**config.mk**
```make
export PLATFORM = sky130hd
export DESIGN_NAME = mtv_ctrl
export DESIGN_NICKNAME = d
export VERILOG_FILES = /design/src/rtl/mtv_pkg.sv /design/src/rtl/mtv_ctrl.sv
export SDC_FILE = /design/constraint.sdc
export NUM_CORES = 1
export LEC_CHECK = 0
export BUFFER_PORTS_ARGS = -buffer_cell sky130_fd_sc_hd__buf_4
export CAP_MARGIN = 40
export CORE_AREA = 2 2 39 41
export CTS_CLUSTER_DIAMETER = 60
export DETAILED_ROUTE_END_ITERATION = 10
export DIE_AREA = 0 0 41 43
export PLACE_DENSITY = 0.45
export SYNTH_ARGS = -nofsm -noshare
export SYNTH_HDL_FRONTEND = slang
export SYNTH_SLANG_ARGS = --single-unit
```
**constraint.sdc**
```tcl
create_clock -name clk -period 1 [get_ports clk]
set_input_delay 0 -clock clk [delete_from_list [all_inputs] [get_ports clk]]
set_output_delay 0 -clock clk [all_outputs]
set_load 0.1 [all_outputs]
```
**src/rtl/mtv_pkg.sv**
```systemverilog
// types and constants for the n/3 majority vote block
`default_nettype none

package mtv_pkg;

  localparam int ELEMENT_WIDTH = 32;
  localparam logic signed [ELEMENT_WIDTH-1:0] ELEM_MIN = {1'b1, {(ELEMENT_WIDTH-1){1'b0}}};

  // one element request
  typedef struct packed {
    logic signed [ELEMENT_WIDTH-1:0] element;
    logic                            last;
  } mtv_in_t;

  // one result request
  typedef struct packed {
    logic signed [ELEMENT_WIDTH-1:0] majority_value;
    logic                            found;
    logic                            overflow;
    logic                            final_res;
  } mtv_out_t;

  // controller to datapath
  typedef struct packed {
    logic load;
    logic scan_rd;
    logic emit_first;
    logic emit_second;
    logic clear;
  } mtv_cmd_t;

  // datapath to controller
  typedef struct packed {
    logic res_free;
    logic scan_last;
    logic ok_a;
    logic ok_b;
  } mtv_sts_t;

  typedef enum logic [2:0] {
    S_LOAD,
    S_SCAN,
    S_TAIL,
    S_RES1,
    S_RES2
  } mtv_state_t;

endpackage

`default_nettype wire

```
**src/rtl/mtv_ctrl.sv**
```systemverilog
// sequencer for load, recount pass and result emission
`default_nettype none

module mtv_ctrl (
  input  wire logic             clk,
  input  wire logic             rst,
  input  wire logic             elem_valid,
  input  wire logic             elem_last,
  output logic                  elem_stall,
  input  wire mtv_pkg::mtv_sts_t sts,
  output mtv_pkg::mtv_cmd_t     cmd
);
  import mtv_pkg::*;

  mtv_state_t state, state_next;

  // state register
  always_ff @(posedge clk) begin
    if (rst) begin
      state <= S_LOAD;
    end else begin
      state <= state_next;
    end
  end

  // next state and commands
  always_comb begin
    state_next = state;
    cmd        = '0;
    elem_stall = 1'b1;
    unique case (state)
      S_LOAD: begin
        elem_stall = 1'b0;
        if (elem_valid) begin
          cmd.load = 1'b1;
          if (elem_last) begin
            state_next = S_SCAN;
          end
        end
      end
      S_SCAN: begin
        cmd.scan_rd = 1'b1;
        if (sts.scan_last) begin
          state_next = S_TAIL;
        end
      end
      S_TAIL: begin
        // last read word is being counted
        state_next = S_RES1;
      end
      S_RES1: begin
        if (sts.res_free) begin
          cmd.emit_first = 1'b1;
          if (sts.ok_a && sts.ok_b) begin
            state_next = S_RES2;
          end else begin
            cmd.clear  = 1'b1;
            state_next = S_LOAD;
          end
        end
      end
      S_RES2: begin
        if (sts.res_free) begin
          cmd.emit_second = 1'b1;
          cmd.clear       = 1'b1;
          state_next      = S_LOAD;
        end
      end
      default: begin
        state_next = S_LOAD;
      end
    endcase
  end

endmodule

`default_nettype wire

```
==> results.txt <==
----------------------------------------------------
[Outcome]
  Run status ... complete, but fails checks
  Violated checks ... negative setup slack

[Timing]
  Final hold viol count ... 0
  Clock skew ... 0.001113 ns
  Highest Clock Rate ... between 0.8 and 0.9 GHz
  Period Utilization, post-route ... 124.3%
  Worst slew pin tran ... 0.2771 ns
  Count of final max-slew check failures ... 0
  Setup_tns ... -1.141 ns
  Setup-violating endpoint count in the final report ... 8
  Post-route minimum period ... 1.243 ns
  Setup repair after global routing missed its margin ... yes
  Worst setup margin ... -0.2426 ns
  Slew margin rel. ... around four fifths

[Setup path]
  R2R Setup Slk ... -0.04 ns
  Arrival time at the worst endpoint ... 1.24 ns
  Reg2Reg Depth ... 4
  Startpoint of the worst register-to-register path ... state[2]
  Setup crit end kind ... primary output
  Crit Path Max Fanout ... 5
  Worst R2R End ... state[2]
  Required time of the critical path ... 1.00 ns
  Sort of element at the start of the critical path ... register
  Category of the critical setup timing path ... reg -> out

[Final layout]
  Signed area change from the synthesized netlist to the final layout ... 159.3%
  Number of flip-flops in the largest register ... 3
  Most used cells in the layout excluding fill and tap cells ... sky130_fd_sc_hd__buf_4, sky130_fd_sc_hd__buf_12, sky130_fd_sc_hd__nand2_1, sky130_fd_sc_hd__clkbuf_4
  Number of inserted diodes ... 0
  Share of cells above drive strength 1 ... 66.00%
  Largest register by flop count ... state
  Biggest regs ... state: 3 flops
  Area of the multi-input gates ... 183.9 um2
  Most common cell after layout, fill and taps aside ... sky130_fd_sc_hd__buf_4
  Layout net count ... 59
  Count of filler cells inserted in the layout ... between 150 and 200
  FF/Latch Area ... 68.82 um2

[Drt]
  # DRC ... 0
  Post-Route WL ... 679 um
  Routed Antenna Nets ... 0
  Routed wire length per instance ... 10.29 um
  First drt pass iteration count ... 2
  Initial detailed-routing violation count ... 1
  Vias per Instance ... 4.333
  Vias post-DR ... 286

[Floorplanning]
  I/O pin count ... 14
  Die boundary width ... 41 um
  Die Outline Area ... around 1800 um2
  Cell Rows ... 14
  Core area ... 1384 um2
  Vertical die dimension ... 43 um
  Initial standard-cell utilization of the core ... 15.10%

[Global route]
  GRT Overall Usage ... approximately a tenth
  Initial antenna violation count ... 0
  Wire length of the first global-routing pass ... 1083 um
  Maximum number of pins on one net before global-route repair ... 7
  Overflow after GRT ... 0
  Vias in the first global route ... 274

[CTS]
  CTS tree ... yes
  Number of buffers inserted during clock tree synthesis ... 3
  Clock transition at the register clock pins on the worst setup and hold paths after CTS ... 0.03 ns
  Worst skew pair latency ... 0.23 ns
  Number of H-tree levels ... 1
  Count of clock tree sinks ... 3
  CTS Root Cell ... sky130_fd_sc_hd__clkbuf_4
  Clk buf depth ... 2

[Place]
  Total of buffers placed on input and output ports ... 13
  Post-detail-place hpwl ... around 520 um
  Routability congestion estimate from global placement ... 0.6927

[Power]
  Pwr/cell area ... 2180 nW/um2
  Reported leakage power ... 0.0002353 uW
  Peak supply drop ... 0.7685 mV
  Overall power ... 1181 uW

[Yosys]
  Synth Warn # ... 0
  Post-synthesis average cell area ... 8.037 um2
  Post-Syn Nets ... 34
  Post-Syn Instances ... 26
  Cell area after synthesis ... 209.0 um2
  Portion of the post-synthesis area used by sequential elements ... 28.74%
  Synthesized flop and latch total ... 3
  Synth cell types ... 20

[Worst hold path]
  WHS Path Cells ... 3
  Critical hold path startpoint ... sts[0]
  Path type of the worst min-delay path ... in -> reg
  Worst min-delay path endpoint ... state[2]

[Run]
  MaxCap Viol Count ... 0

----------------------------------------------------
worst max path at each step:
stage / start / to / slack, ns / cells past startpoint
6_report: state[1] / cmd[4] / -0.24 / 3
5_1_grt: state[1] / cmd[4] / -0.29 / 3
4_1_cts: state[1] / cmd[4] / -0.25 / 3
3_5_place_dp: state[2] / cmd[4] / -0.10 / 3
3_3_place_gp: state[0] / state[0] / -0.12 / 4
2_1_floorplan: state[0] / cmd[4] / -0.46 / 3
power by group:
group	internal, uW	switching (uW)	total [uW]
clock network	149	56.3	205
registers	150	26.5	177
logic	312	487	799
Yosys cell counts, drive strengths merged:
cell    instances  share of area, %
nand2b          2               6.0
mux2i           1               4.8
dfxtp           3                29
o21ai           1               2.4
a211oi          1               3.6
a31oi           1               3.0
nor3            1               2.4
nor2            2               3.6
nand2           3               5.4
or3             1               3.0
and4bb          1               6.0
a21o            1               3.6
and4b           1               4.8
inv             1               1.8
a21oi           1               2.4
and3b           1               4.2
nor4b           1               4.2
buf             1               2.4
a211o           1               4.2
nor3b           1               3.6
final cells by class:
class	instances	share of cell area, %
clock buffer	4	4.850
inverter	1	0.6928
multi-input combinational	21	33.95
sequential	3	12.70
tap	16	3.695
timing repair buffer	21	44.11
timing repair:
action,4_1_cts,5_1_grt
setup endpoints to repair,8,8
hold endpoints to repair,2,0
gates resized for setup,17,3
buffers inserted,0,1
pin swaps,4,1
hold buffers,1,0
cells by family after synthesis:
group | count (synthesis) | synth area share (%)
buffers and inverters | 2 | 4.188
flip-flops | 3 | 28.74
AND/OR/NAND/NOR | 14 | 43.12
AO/OA/AOI/OAI | 6 | 19.16
multiplexers | 1 | 4.791
layer usage:
| layer | vias up | GRT usage [%] | part of all wire [%] |
|---|---|---|---|
| li1 | 144 | - | - |
| met1 | 130 | 9.265 | 40 |
| met2 | 12 | 15.00 | 52 |
| met3 | 0 | 5.759 | 7.7 |
| met4 | 0 | 4.000 | 0 |
| met5 | - | 0 | 0 |
stage by stage:
step,instance area [um2],worst slack (ns),hold slack (ns),util (%),std cells
floorplan,256.5,-0.4601,0.06497,-,26
global placement,407.9,-0.1223,0.1957,29.48,60
detailed placement,407.9,-0.1050,0.1951,29.48,60
CTS,513.0,-0.2524,0.04230,37.07,65
global route,541.8,-0.2934,0.04880,39.15,66
finish,541.8,-0.2426,0.03677,39.15,66
critical path, cell delays in order, from the launching register on:
cell,delay (ns)
sky130_fd_sc_hd__dfxtp_2,0.33
sky130_fd_sc_hd__or3_4,0.40
sky130_fd_sc_hd__nor2_4,0.11
sky130_fd_sc_hd__buf_12,0.18
Note: power is estimated with default switching activity, not from simulation.
